[config.mk]
export PLATFORM = sky130hd
export DESIGN_NAME = parallel_io_port_controller_unit
export DESIGN_NICKNAME = d
export VERILOG_FILES = /design/src/hw/rtl/pio_pkg.sv /design/src/hw/rtl/pio_access.sv /design/src/hw/rtl/parallel_io_port_controller_unit.sv
export SDC_FILE = /design/constraint.sdc
export NUM_CORES = 1
export LEC_CHECK = 0
export ABC_AREA = 0
export BUFFER_PORTS_ARGS = -buffer_cell sky130_fd_sc_hd__buf_2
export CAP_MARGIN = 20
export CORE_ASPECT_RATIO = 1.25
export CORE_UTILIZATION = 31
export DETAILED_ROUTE_END_ITERATION = 16
export PLACE_DENSITY = 0.43
export SYNTH_ARGS = -nofsm -noshare
export SYNTH_HDL_FRONTEND = slang
export SYNTH_HIERARCHICAL = 1
export SYNTH_SLANG_ARGS = --single-unit
[constraint.sdc]
create_clock -name clk -period 6.35 [get_ports clk]
set_input_delay 0.635 -clock clk [delete_from_list [all_inputs] [get_ports clk]]
set_output_delay 0.635 -clock clk [all_outputs]
set_load 0.02 [all_outputs]
[src/hw/rtl/pio_pkg.sv]
// Shared types and constants of the parallel I/O port controller.
// Used by pio_access and by the top level; depends on nothing else.
package pio_pkg;

  localparam int PortCount = 2;

  localparam logic [2:0] KIND_CTRL_WR = 3'd0;
  localparam logic [2:0] KIND_CTRL_RD = 3'd1;
  localparam logic [2:0] KIND_DATA_WR = 3'd2;
  localparam logic [2:0] KIND_DATA_RD = 3'd3;
  localparam logic [2:0] KIND_PIN_UPD = 3'd4;

  localparam logic [1:0] MODE_OUT    = 2'd0;
  localparam logic [1:0] MODE_IN     = 2'd1;
  localparam logic [1:0] MODE_BIDIR  = 2'd2;
  localparam logic [1:0] MODE_BITCTL = 2'd3;

  localparam logic [1:0] EXP_ANY   = 2'd0;
  localparam logic [1:0] EXP_IOSEL = 2'd1;
  localparam logic [1:0] EXP_MASK  = 2'd2;

  localparam logic [1:0] ST_OK      = 2'd0;
  localparam logic [1:0] ST_INVALID = 2'd1;
  localparam logic [1:0] ST_REFUSED = 2'd2;

  localparam logic [7:0] IC_ENABLE   = 8'h80;
  localparam logic [7:0] IC_HIGHAND  = 8'h60;
  localparam logic [7:0] IC_AND      = 8'h40;
  localparam logic [7:0] IC_HIGH     = 8'h20;
  localparam logic [7:0] IC_READ_A   = 8'hC0;
  localparam logic [7:0] IC_WORD     = 8'hF0;
  localparam logic [3:0] CW_MODE     = 4'hF;
  localparam logic [3:0] CW_IC       = 4'h7;
  localparam logic [3:0] CW_EN_ONLY  = 4'h3;
  localparam int         CW_MASK_FOLLOWS_BIT = 4;

  typedef struct packed {
    logic [2:0] kind;
    logic       port_sel;
    logic [7:0] wdata;
    logic [7:0] pin_in;
  } pio_in_t;

  typedef struct packed {
    logic [7:0] rdata;
    logic [7:0] pin_out;
    logic       pin_out_valid;
    logic       rdy_level;
    logic       rdy_pulse;
    logic       irq;
    logic [7:0] irq_vector;
    logic [1:0] status;
  } pio_out_t;

  typedef struct packed {
    logic [7:0] out_latch;
    logic [7:0] in_latch;
    logic [1:0] port_mode;
    logic [7:0] irq_mask;
    logic [7:0] irq_ctrl;
    logic [7:0] dir_select;
    logic [1:0] expect_next;
    logic [7:0] vector_reg;
    logic       ready_flag;
    logic       match_flag;
  } port_state_t;

  localparam port_state_t PORT_RESET = '{
    out_latch:   8'h00,
    in_latch:    8'h00,
    port_mode:   MODE_IN,
    irq_mask:    8'hFF,
    irq_ctrl:    8'h00,
    dir_select:  8'h00,
    expect_next: EXP_ANY,
    vector_reg:  8'h00,
    ready_flag:  1'b0,
    match_flag:  1'b0
  };

endpackage

[src/hw/rtl/pio_access.sv]
// Combinational access logic: next state of the addressed port and the result beat.
// Depends on pio_pkg.
module pio_access (
  input  pio_pkg::pio_in_t     item,
  input  pio_pkg::port_state_t port_a,
  input  pio_pkg::port_state_t port_b,
  output pio_pkg::port_state_t nxt,
  output pio_pkg::pio_out_t    res
);
  import pio_pkg::*;

  port_state_t cur;
  logic [7:0]  wd;
  logic [1:0]  new_mode;
  logic [7:0]  mixed;
  logic [7:0]  mask_n;
  logic [7:0]  val;
  logic [7:0]  ic_sel;
  logic        match;

  assign cur      = item.port_sel ? port_b : port_a;
  assign wd       = item.wdata;
  assign new_mode = wd[7:6];
  assign mixed    = (wd & cur.dir_select) | (cur.out_latch & ~cur.dir_select);
  assign mask_n   = ~cur.irq_mask;
  assign val      = mixed & mask_n;
  assign ic_sel   = cur.irq_ctrl & IC_HIGHAND;

  always_comb begin
    case (ic_sel)
      8'h00:   match = (val != mask_n);
      IC_HIGH: match = (val != 8'h00);
      IC_AND:  match = (val == 8'h00);
      default: match = (val == mask_n);
    endcase
  end

  always_comb begin
    nxt = cur;
    res = '0;
    case (item.kind)
      KIND_CTRL_WR: begin
        if (cur.expect_next == EXP_IOSEL) begin
          nxt.dir_select  = wd;
          nxt.expect_next = EXP_ANY;
        end else if (cur.expect_next == EXP_MASK) begin
          nxt.irq_mask    = wd;
          nxt.expect_next = EXP_ANY;
        end else if (!wd[0]) begin
          nxt.vector_reg = wd;
        end else if (wd[3:0] == CW_MODE) begin
          if (item.port_sel && new_mode == MODE_BIDIR) begin
            res.status = ST_REFUSED;
          end else begin
            nxt.port_mode = new_mode;
            if (new_mode == MODE_BITCTL) begin
              nxt.expect_next = EXP_IOSEL;
              nxt.match_flag  = 1'b0;
            end
          end
        end else if (wd[3:0] == CW_IC) begin
          nxt.irq_ctrl = wd & IC_WORD;
          if (wd[CW_MASK_FOLLOWS_BIT]) begin
            nxt.expect_next = EXP_MASK;
            nxt.match_flag  = 1'b0;
          end
        end else if (wd[3:0] == CW_EN_ONLY) begin
          nxt.irq_ctrl = (wd & IC_ENABLE) | (cur.irq_ctrl & ~IC_ENABLE);
        end else begin
          res.status = ST_INVALID;
        end
      end
      KIND_CTRL_RD: begin
        res.rdata = (port_a.irq_ctrl & IC_READ_A) | (port_b.irq_ctrl >> 4);
      end
      KIND_DATA_WR: begin
        nxt.out_latch = wd;
        if (cur.port_mode == MODE_OUT || cur.port_mode == MODE_BIDIR) begin
          res.pin_out       = wd;
          res.pin_out_valid = 1'b1;
          res.rdy_pulse     = cur.ready_flag;
          nxt.ready_flag    = 1'b1;
        end else if (cur.port_mode == MODE_BITCTL) begin
          res.pin_out       = cur.dir_select | (wd & ~cur.dir_select);
          res.pin_out_valid = 1'b1;
        end
      end
      KIND_DATA_RD: begin
        case (cur.port_mode)
          MODE_OUT: begin
            res.rdata = cur.out_latch;
          end
          MODE_IN: begin
            nxt.in_latch   = item.pin_in;
            res.rdata      = item.pin_in;
            res.rdy_pulse  = cur.ready_flag;
            nxt.ready_flag = 1'b1;
          end
          MODE_BIDIR: begin
            res.rdata      = cur.in_latch;
            res.rdy_pulse  = cur.ready_flag;
            nxt.ready_flag = 1'b1;
          end
          default: begin
            nxt.in_latch = item.pin_in;
            res.rdata    = (item.pin_in & cur.dir_select)
                         | (cur.out_latch & ~cur.dir_select);
          end
        endcase
      end
      KIND_PIN_UPD: begin
        if (cur.port_mode == MODE_BITCTL) begin
          nxt.in_latch = wd;
          if (!cur.match_flag && match && (cur.irq_ctrl & IC_ENABLE) != 8'h00) begin
            res.irq        = 1'b1;
            res.irq_vector = cur.vector_reg;
          end
          nxt.match_flag = match;
        end
      end
      default: begin
      end
    endcase
    res.rdy_level = nxt.ready_flag;
  end

endmodule

[src/hw/rtl/parallel_io_port_controller_unit.sv]
// Top level of the two-port parallel I/O controller: input register, port state, result register.
// Depends on pio_pkg and pio_access.
//
// The block takes one access beat per cycle while no stall holds it and returns one result beat
// for each: the beat is captured in an input register, evaluated against the addressed
// port's registers in one pass of pio_access, and the result and the port's new state are
// written at the same edge. The next access therefore always sees the state left by the one
// before it. A stalled result holds its register; the input register keeps accepting as long
// as the result register is free or is being taken in the same cycle.
module parallel_io_port_controller_unit (
  input  logic              clk,
  input  logic              rst,
  input  logic              req_valid,
  output logic              req_stall,
  input  pio_pkg::pio_in_t  req,
  output logic              rsp_valid,
  input  logic              rsp_stall,
  output pio_pkg::pio_out_t rsp
);
  import pio_pkg::*;

  logic        item_valid;
  pio_in_t     item;
  port_state_t ports [PortCount];
  port_state_t port_next;
  pio_out_t    res_next;
  logic        res_free;
  logic        advance;

  assign res_free  = !rsp_valid || !rsp_stall;
  assign advance   = item_valid && res_free;
  assign req_stall = item_valid && !res_free;

  pio_access u_access (
    .item   (item),
    .port_a (ports[0]),
    .port_b (ports[1]),
    .nxt    (port_next),
    .res    (res_next)
  );

  always_ff @(posedge clk) begin
    if (rst) begin
      item_valid <= 1'b0;
    end else if (!req_stall) begin
      item_valid <= req_valid;
    end
  end

  always_ff @(posedge clk) begin
    if (req_valid && !req_stall) begin
      item <= req;
    end
  end

  always_ff @(posedge clk) begin
    if (rst) begin
      rsp_valid <= 1'b0;
    end else if (advance) begin
      rsp_valid <= 1'b1;
    end else if (!rsp_stall) begin
      rsp_valid <= 1'b0;
    end
  end

  always_ff @(posedge clk) begin
    if (advance) begin
      rsp <= res_next;
    end
  end

  always_ff @(posedge clk) begin
    if (rst) begin
      for (int i = 0; i < PortCount; i++) begin
        ports[i] <= PORT_RESET;
      end
    end else if (advance) begin
      ports[item.port_sel] <= port_next;
    end
  end

  assert property (@(posedge clk) disable iff (rst) advance |=> rsp_valid)
    else $error("Evaluated access did not produce a result beat.");

  assert property (@(posedge clk) disable iff (rst)
    advance && res_next.irq |=> ports[$past(item.port_sel)].match_flag)
    else $error("Interrupt raised without the match flag being set.");

  assert property (@(posedge clk) disable iff (rst) ports[1].port_mode != MODE_BIDIR)
    else $error("Port B entered bidirectional mode.");

  assert property (@(posedge clk)
    rst |=> !rsp_valid && ports[0].port_mode == MODE_IN && ports[1].port_mode == MODE_IN)
    else $error("Reset did not return the ports to input mode.");

  assert property (@(posedge clk) disable iff (rst)
    rsp_valid && rsp.irq |-> !rsp.pin_out_valid && rsp.rdata == 8'h00)
    else $error("Interrupt result carries data of another access type.");

endmodule
Word-level counts from Yosys, hierarchy flattened

Memory sizes are Yosys's and may differ from the RTL's.
Cells that the tools add are included.

Equality and inequality tests: 19
Bitwise logic cells: 14
Reductions and logical operators: 24
Muxes and demuxes: 65

Operators by type and width:

| kind               | count |
|---|---|
| $mux 54            | 2 |
| $mux 8             | 13 |
| $reduce_or 54->1   | 1 |
| $and 8x8->8        | 5 |
| $mux 36            | 1 |
| $pmux 8 s2         | 2 |
| $mux 2             | 14 |
| $mux 9             | 3 |
| $mux 1             | 24 |
| $or 8x8->8         | 3 |
| $pmux 8 s3         | 1 |
| $mux 18            | 1 |
| $logic_not 8->1    | 2 |
| $not 8->8          | 2 |
| $eq 2x2->1 const B | 6 |
| $eq 8x8->1         | 1 |
| $ne 8x8->1         | 1 |
| $or 8x4->8         | 1 |
| $or 8x7->8         | 1 |
| $reduce_bool 8->1  | 1 |
| $eq 2x1->1 const B | 3 |
| $eq 3x2->1 const B | 2 |
| $logic_and 1x1->1  | 6 |
| $pmux 1 s2         | 3 |
| other kinds (16)   | 23 |

Bits in writable memories: 108
Register bits after elaboration: 52
Logic and storage cells: 137
Memories kept: 1

Memory list:

| name  | depth | bits a word | rd ports | clocked after memory_dff | wr ports | RTL line                               | text |
|---|---|---|---|---|---|---|---|
| ports | 2     | 54          | 2        | 0                        | 2        | parallel_io_port_controller_unit.sv:24 | `port_state_t ports [PortCount];` |

Depth between registers and ports, before layout

Gate-level depths: netlist of the first run.
An unclocked memory read counts as a cell.

Depth after elaboration: 11
Mapped depth: 17

Modules after synthesis

The synthesis of the first run kept the hierarchy.

By module, submodules not included:

| module                           | area an instance (um^2) | cells an instance | times used | seq. area each (um^2) |
|---|---|---|---|---|
| parallel_io_port_controller_unit | 5967.0                  | 361               | 1          | 4784.6 |
| pio_access                       | 2895.3                  | 409               | 1          | 0.0 |

Least setup slack after synthesis of the first run

OpenSTA, ideal clock, no wires.

Path type: register -> register
From: register item[16] (netlist name)
To: memory ports[0][41] (netlist bit) (data pin)
Data required time: 6.094 ns
Cell stages (with the launch flop): 17
Slack: 2.752 ns
Buffers on the path: 8
Arrival time: 3.342 ns
Path through: edfxtp_1 -> buf_6 -> buf_2 -> buf_4 -> buf_2 -> buf_2 -> mux2i_1 -> inv_1 -> ha_1 -> clkbuf_1 -> or2_2 -> clkbuf_1 -> clkbuf_1 -> nor2_1 -> nor3_1 -> a221o_1 -> and4_1

RTL lines:

| element       | RTL line |
|---|---|
| end, declared | parallel_io_port_controller_unit.sv:24 |

Worst setup path in the final report of the first run

From: register item[16] (netlist name)
To: register rsp[6] (netlist bit) (data pin)

Longest elaborated chain between the ends: 10
Elaborated cells on any way between the ends: 20
Classes of those cells: eq/ne: 5; mux: 2; bitwise: 6; reduce/logical: 7

RTL lines:

| element                                  | RTL line                               | text |
|---|---|---|
| $mux 54 (*)                              | pio_access.sv:21                       | `assign cur = item.port_sel ? port_b : port_a;` |
| $not 8->8                                | pio_access.sv:24                       | `assign mixed = (wd & cur.dir_select) \| (cur.out_latch & ~cur.dir_select);` |
| $and 8x8->8                              | pio_access.sv:24                       |  |
| $or 8x8->8                               | pio_access.sv:24                       |  |
| $and 8x8->8                              | pio_access.sv:26                       | `assign val = mixed & mask_n;` |
| $eq 8x8->1, or another cell as far along | pio_access.sv:34                       | `default: match = (val == mask_n);` |
| $pmux 1 s3                               | pio_access.sv:30                       | `case (ic_sel)` |
| $logic_and 1x1->1 (2 in a row)           | pio_access.sv:114                      | `if (!cur.match_flag && match && (cur.irq_ctrl & IC_ENABLE) != 8'h00) begin` |
| $reduce_and 3->1 (no source line)        | -                                      |  |
| end signal, assigned                     | parallel_io_port_controller_unit.sv:68 | `rsp <= res_next;` |
| end, declared                            | parallel_io_port_controller_unit.sv:18 | `output pio_pkg::pio_out_t rsp` |

Mark *: on every way between the ends. The rest lies on a longest branch, timed or not.
A chain may end at the register's enable or synchronous reset.

==> flow_metrics.env, run 1 <==
export IMPL_power_static_leakage_nw=3.38
export IMPL_drive_gt1_share_pct=22.5
export IMPL_tightest_slew_ns=1.10
export IMPL_wl_mm=25.9
export IMPL_crit_required_ns=6.51
export IMPL_power_w=0.00255
export IMPL_rsz0062_at_grt="false"
export IMPL_startpoint_type="flip-flop"
export IMPL_comb_power_share_pct=11.3
export IMPL_clk_pin_slew_worst_paths_ns=0.06
export IMPL_crit_fanout=60
export IMPL_fmax_mhz=283
export IMPL_hold_class="in -> reg"
export IMPL_fin_skew_ns=0.00870
export IMPL_wl_per_cell_um=23.3
export IMPL_row_count=67
export IMPL_routed_via_density=5.57
export IMPL_synthesis_nets=771
export IMPL_syn_area_sq_um=8500
export IMPL_yosys_warnings=6
export IMPL_synth_avg_cell_area_sq_um=11.5
export IMPL_initial_core_util_pct=31.6
export IMPL_cts_tree="built"
export IMPL_cts_hold_buf=0
export IMPL_clock_root_buffer="clkbuf_16"
export IMPL_crit_type="reg -> reg"
export IMPL_via_count=6209
export IMPL_switching_share_pct=25.3
export IMPL_die_h_um=187
export IMPL_core_area_sq_um=26900
export IMPL_setup_viol=0
export IMPL_io_buffer_count=55
export IMPL_status="finished clean"
export IMPL_routabilityCongestion=0.838
export IMPL_die_w_um=150
export IMPL_dr_pass1_iters=6
export IMPL_die_area_sq_um=28100
export IMPL_cts_buffer_depth=2
export IMPL_drc=0
export IMPL_cap_violations=0
export IMPL_dpl_hpwl_mm=16.4
export IMPL_first_global_vias=6257
export IMPL_grt_pass1_wl_mm=39.5
export IMPL_drt_iter0_drc=525
export IMPL_num_io_pins=56
export IMPL_critPathArrivalTime_ns=3.69
export IMPL_fill_cells=2680
export IMPL_hold_violations=0
export IMPL_place_ws_ns=2.28
export IMPL_grt_max_degree=61
export IMPL_fin_nets=785
export IMPL_area_delta_synth_final_pct=12.7
export IMPL_power_density_nw_per_um2=266
export IMPL_clk_latency_ns=0.44
export IMPL_netlist_instances=742
export IMPL_power_switching_w=0.000644
export IMPL_num_antenna_cells=0
export IMPL_grt_use_total_pct=19.2
export IMPL_fin_util_pct=35.6
export IMPL_layout_setup_ws_ns=2.82
export IMPL_antenna_found_initial=0
export IMPL_finalCriticalPeriod_ns=3.53
export IMPL_endpoint_kind="flip-flop"
export IMPL_period_share_pct=55.6
export IMPL_vdd_drop_max_uv=195
export IMPL_numCtsBuffers=17
export IMPL_setup_tns_ns=0
export IMPL_ant_nets=0
export IMPL_clkPwrFrac_pct=41.9
export IMPL_post_cts_buffers=0
export IMPL_maxSlewHeadroom_pct=26.6
export IMPL_drv_slew=0
export IMPL_clkSinkCount=152
export IMPL_h_tree_depth=4
export IMPL_ff2ff_setup_slack_ns=2.82
export IMPL_ctsResizeCount=0
export IMPL_sequentialPowerShare_pct=46.8
export IMPL_p_int_w=0.00191
export IMPL_grt_ovfl_total=0
-- stage by stage --
step / instances / cell area [sq um] / hold WS [ns]
after CTS: 1113 / 9550 / 0.350
after global routing: 1114 / 9570 / 0.351
after detailed placement: 1081 / 8930 / 0.580
after global placement: 1081 / 8930 / 0.557
final: 1114 / 9570 / 0.366
after floorplan: 742 / 8500 / 0.535
-- per-layer routing --
layer	global-route usage, %	vias up	share of wire [%]
met4	6.22	0	2.0
met1	24.8	3103	43
li1	-	2857	-
met5	0	-	0
met3	4.02	36	5.6
met2	31.6	213	50
-- layout make-up --
| cell class | instances | area [sq um] | share of cell area (%) |
|---|---|---|---|
| Clock buffer | 18 | 429 | 4.48 |
| Tap cell | 345 | 432 | 4.51 |
| Inverter | 18 | 67.6 | 0.706 |
| Multi-Input combinational cell | 501 | 3540 | 37.0 |
| Timing Repair Buffer | 66 | 378 | 3.95 |
| Clock inverter | 14 | 181 | 1.90 |
| Sequential cell | 152 | 4540 | 47.5 |
-- flip-flops by register name, indices dropped and copies added, names as in the netlist --
register / flops
item_valid: 1
ports: 100
rsp: 30
rsp_valid: 1
item: 20
-- power by group through the flow --
stage               clock network [W]  registers [W]  logic, W
floorplan                           0        0.00120  0.000196
global placement                    0        0.00122  0.000280
detailed placement                  0        0.00122  0.000283
CTS                           0.00109        0.00120  0.000284
global route                  0.00113        0.00120  0.000311
finish                        0.00107        0.00119  0.000288
-- critical path: stages, from the launching register on --
cell and delay, ns:
edfxtp_1 0.56, buf_16 0.22, buf_4 0.63, mux2_4 0.38
a221oi_2 0.36, a2bb2oi_1 0.12, nand4_1 0.22, mux2i_2 0.56
a21boi_1 0.15
-- cells in the final DEF, fill, tap and decap left out, drive strengths merged, types with 3 or more instances in the layout --
cell / count
a21boi: 8
a21oi: 27
a221o: 7
a221oi: 12
a222oi: 3
a22oi: 5
a31o: 3
and2: 3
and3: 4
and4: 41
buf: 66
bufinv: 4
clkbuf: 18
clkinv: 5
clkinvlp: 6
edfxtp: 150
ha: 5
inv: 17
mux2: 55
mux2i: 50
nand2: 63
nand2b: 5
nand3: 6
nor2: 73
nor2b: 4
nor3: 52
nor3b: 3
o211ai: 5
o21ai: 12
o21ba: 4
or2: 3
or3: 4
or4: 18
-- worst paths after layout --
check                                 end  cells after the start  startpoint
worst max-delay path               rsp[6]                      8    item[16]
worst min-delay path              item[7]                      1      req[7]
worst max register to register     rsp[6]                      8    item[16]
worst min register to register  rsp_valid                      2   rsp_valid
(Power assumes the default switching activity.)
==> inputs of run 2 (changes only) <==
==> constraint.sdc (replaced) <==
create_clock -name clk -period 3.5 [get_ports clk]
set_input_delay 0.35 -clock clk [delete_from_list [all_inputs] [get_ports clk]]
set_output_delay 0.35 -clock clk [all_outputs]
set_load 0.02 [all_outputs]
==> flow_metrics.env, run 2 (synthesized netlist as in run 1, its figures left out) <==
export IMPL_startpoint_type="flip-flop"
export IMPL_setup_tns_ns=0
export IMPL_row_count=67
export IMPL_dpl_hpwl_mm=16.3
export IMPL_clk_latency_ns=0.44
export IMPL_final_cell_mix="150 x edfxtp_1, 71 x nor2_1, 63 x nand2_1, 55 x buf_2, 52 x mux2_2"
export IMPL_vdd_drop_max_uv=329
export IMPL_path_cells="inv_2 -> a21boi_0 -> inv_1 -> ha_1 -> and3_1 -> nand2_1 -> nor3b_1 -> mux2i_2 -> a21boi_1"
export IMPL_setup_viol=0
export IMPL_power_static_leakage_nw=3.40
export IMPL_reg_largest_list="ports x100, rsp x30, item x20"
export IMPL_cts_tree="built"
export IMPL_routed_via_density=5.49
export IMPL_ant_nets=0
export IMPL_final_common_cell="edfxtp_1"
export IMPL_grt_use_total_pct=19.3
export IMPL_numCtsBuffers=17
export IMPL_grt_pass1_wl_mm=39.6
export IMPL_critical_path_max_stage_delay_ns=0.52
export IMPL_wl_mm=25.7
export IMPL_h_tree_depth=4
export IMPL_fill_cells=2663
export IMPL_fin_util_pct=35.5
export IMPL_drt_iter0_drc=419
export IMPL_drive_gt1_share_pct=23.5
export IMPL_area_delta_synth_final_pct=12.5
export IMPL_num_io_pins=56
export IMPL_power_density_nw_per_um2=455
export IMPL_power_w=0.00435
export IMPL_io_buffer_count=55
export IMPL_cap_violations=0
export IMPL_endpoint_kind="flip-flop"
export IMPL_dr_pass1_iters=5
export IMPL_die_area_sq_um=28100
export IMPL_top_register="ports"
export IMPL_crit_fanout=10
export IMPL_slowest_stage="edfxtp_1"
export IMPL_crit_type="reg -> reg"
export IMPL_fin_skew_ns=0.0112
export IMPL_tightest_slew_ns=1.13
export IMPL_wl_per_cell_um=22.9
export IMPL_maxSlewHeadroom_pct=24.6
export IMPL_fin_nets=795
export IMPL_via_count=6167
export IMPL_grt_max_degree=60
export IMPL_first_global_vias=6432
export IMPL_hold_violations=0
export IMPL_crit_required_ns=3.66
export IMPL_clk_pin_slew_worst_paths_ns=0.07
export IMPL_period_share_pct=89.4
export IMPL_clkSinkCount=152
export IMPL_fmax_mhz=320
export IMPL_antenna_found_initial=0
export IMPL_cts_buffer_depth=2
export IMPL_largest_reg_flops=100
export IMPL_die_w_um=150
export IMPL_initial_core_util_pct=31.6
export IMPL_core_area_sq_um=26900
export IMPL_clock_root_buffer="clkbuf_16"
export IMPL_num_antenna_cells=0
export IMPL_routabilityCongestion=0.778
export IMPL_finalCriticalPeriod_ns=3.13
export IMPL_die_h_um=187
export IMPL_critPathArrivalTime_ns=3.29
export IMPL_rsz0062_at_grt="false"
export IMPL_cts_hold_buf=0
export IMPL_hold_class="in -> reg"
export IMPL_status="finished clean"
export IMPL_ctsResizeCount=0
export IMPL_drv_slew=0
export IMPL_drc=0
export IMPL_post_cts_buffers=0
export IMPL_grt_ovfl_total=0
[run 2: final timing paths]
| check | from | endpoint | slack [ns] | cells after the start |
|---|---|---|---|---|
| worst max-delay path | item[16] | rsp[5] | 0.37 | 9 |
| worst min-delay path | req[10] | item[10] | 0.08 | 1 |
| worst max register to register | item[16] | rsp[5] | 0.37 | 9 |
| worst min register to register | rsp_valid | rsp_valid | 0.59 | 2 |
[run 2: layout make-up]
cell class	count	area, sq um	share of cell area, %
clock buffer	19	433	4.53
clock inverter	13	82.6	0.864
inverter	18	67.6	0.707
multi-input combinational	501	3540	37.1
sequential	152	4540	47.5
tap	345	432	4.52
timing repair buffer	76	458	4.79
[run 2: worst max-delay path: cells and delay by family (launching register included)]
| kind | cells | cell delay [ns] |
|---|---|---|
| compound gates | 2 | 0.60 |
| simple gates | 3 | 0.60 |
| flops | 1 | 0.52 |
| mux | 1 | 0.49 |
| buf+inv | 2 | 0.32 |
| fa+ha+maj | 1 | 0.31 |
[run 2: power breakdown]
group / internal (W) / switching, W / leakage, nW / total, W
sequential: 0.00209 / 0.0000646 / 1.49 / 0.00216
combinational: 0.000189 / 0.000347 / 1.67 / 0.000536
clock: 0.000896 / 0.000760 / 0.240 / 0.00166
total: 0.00318 / 0.00117 / 3.40 / 0.00435
[run 2: through the flow]
stage	hold WS, ns	cell area [sq um]	cells	worst slack [ns]
floorplan	0.422	8500	742	0.0213
global placement	0.527	9040	1092	0.516
detailed placement	0.528	9040	1092	0.368
CTS	0.0625	9560	1124	0.344
global route	0.0601	9560	1124	0.0779
finish	0.0787	9560	1124	0.372
[run 2: per-layer routing]
layer	GRT usage, %	wire length [um]	share of wire [%]
met1	25.1	11400	44
met2	32.0	12600	49
met3	2.90	994	3.9
met4	7.65	663	2.6
met5	0	0	0
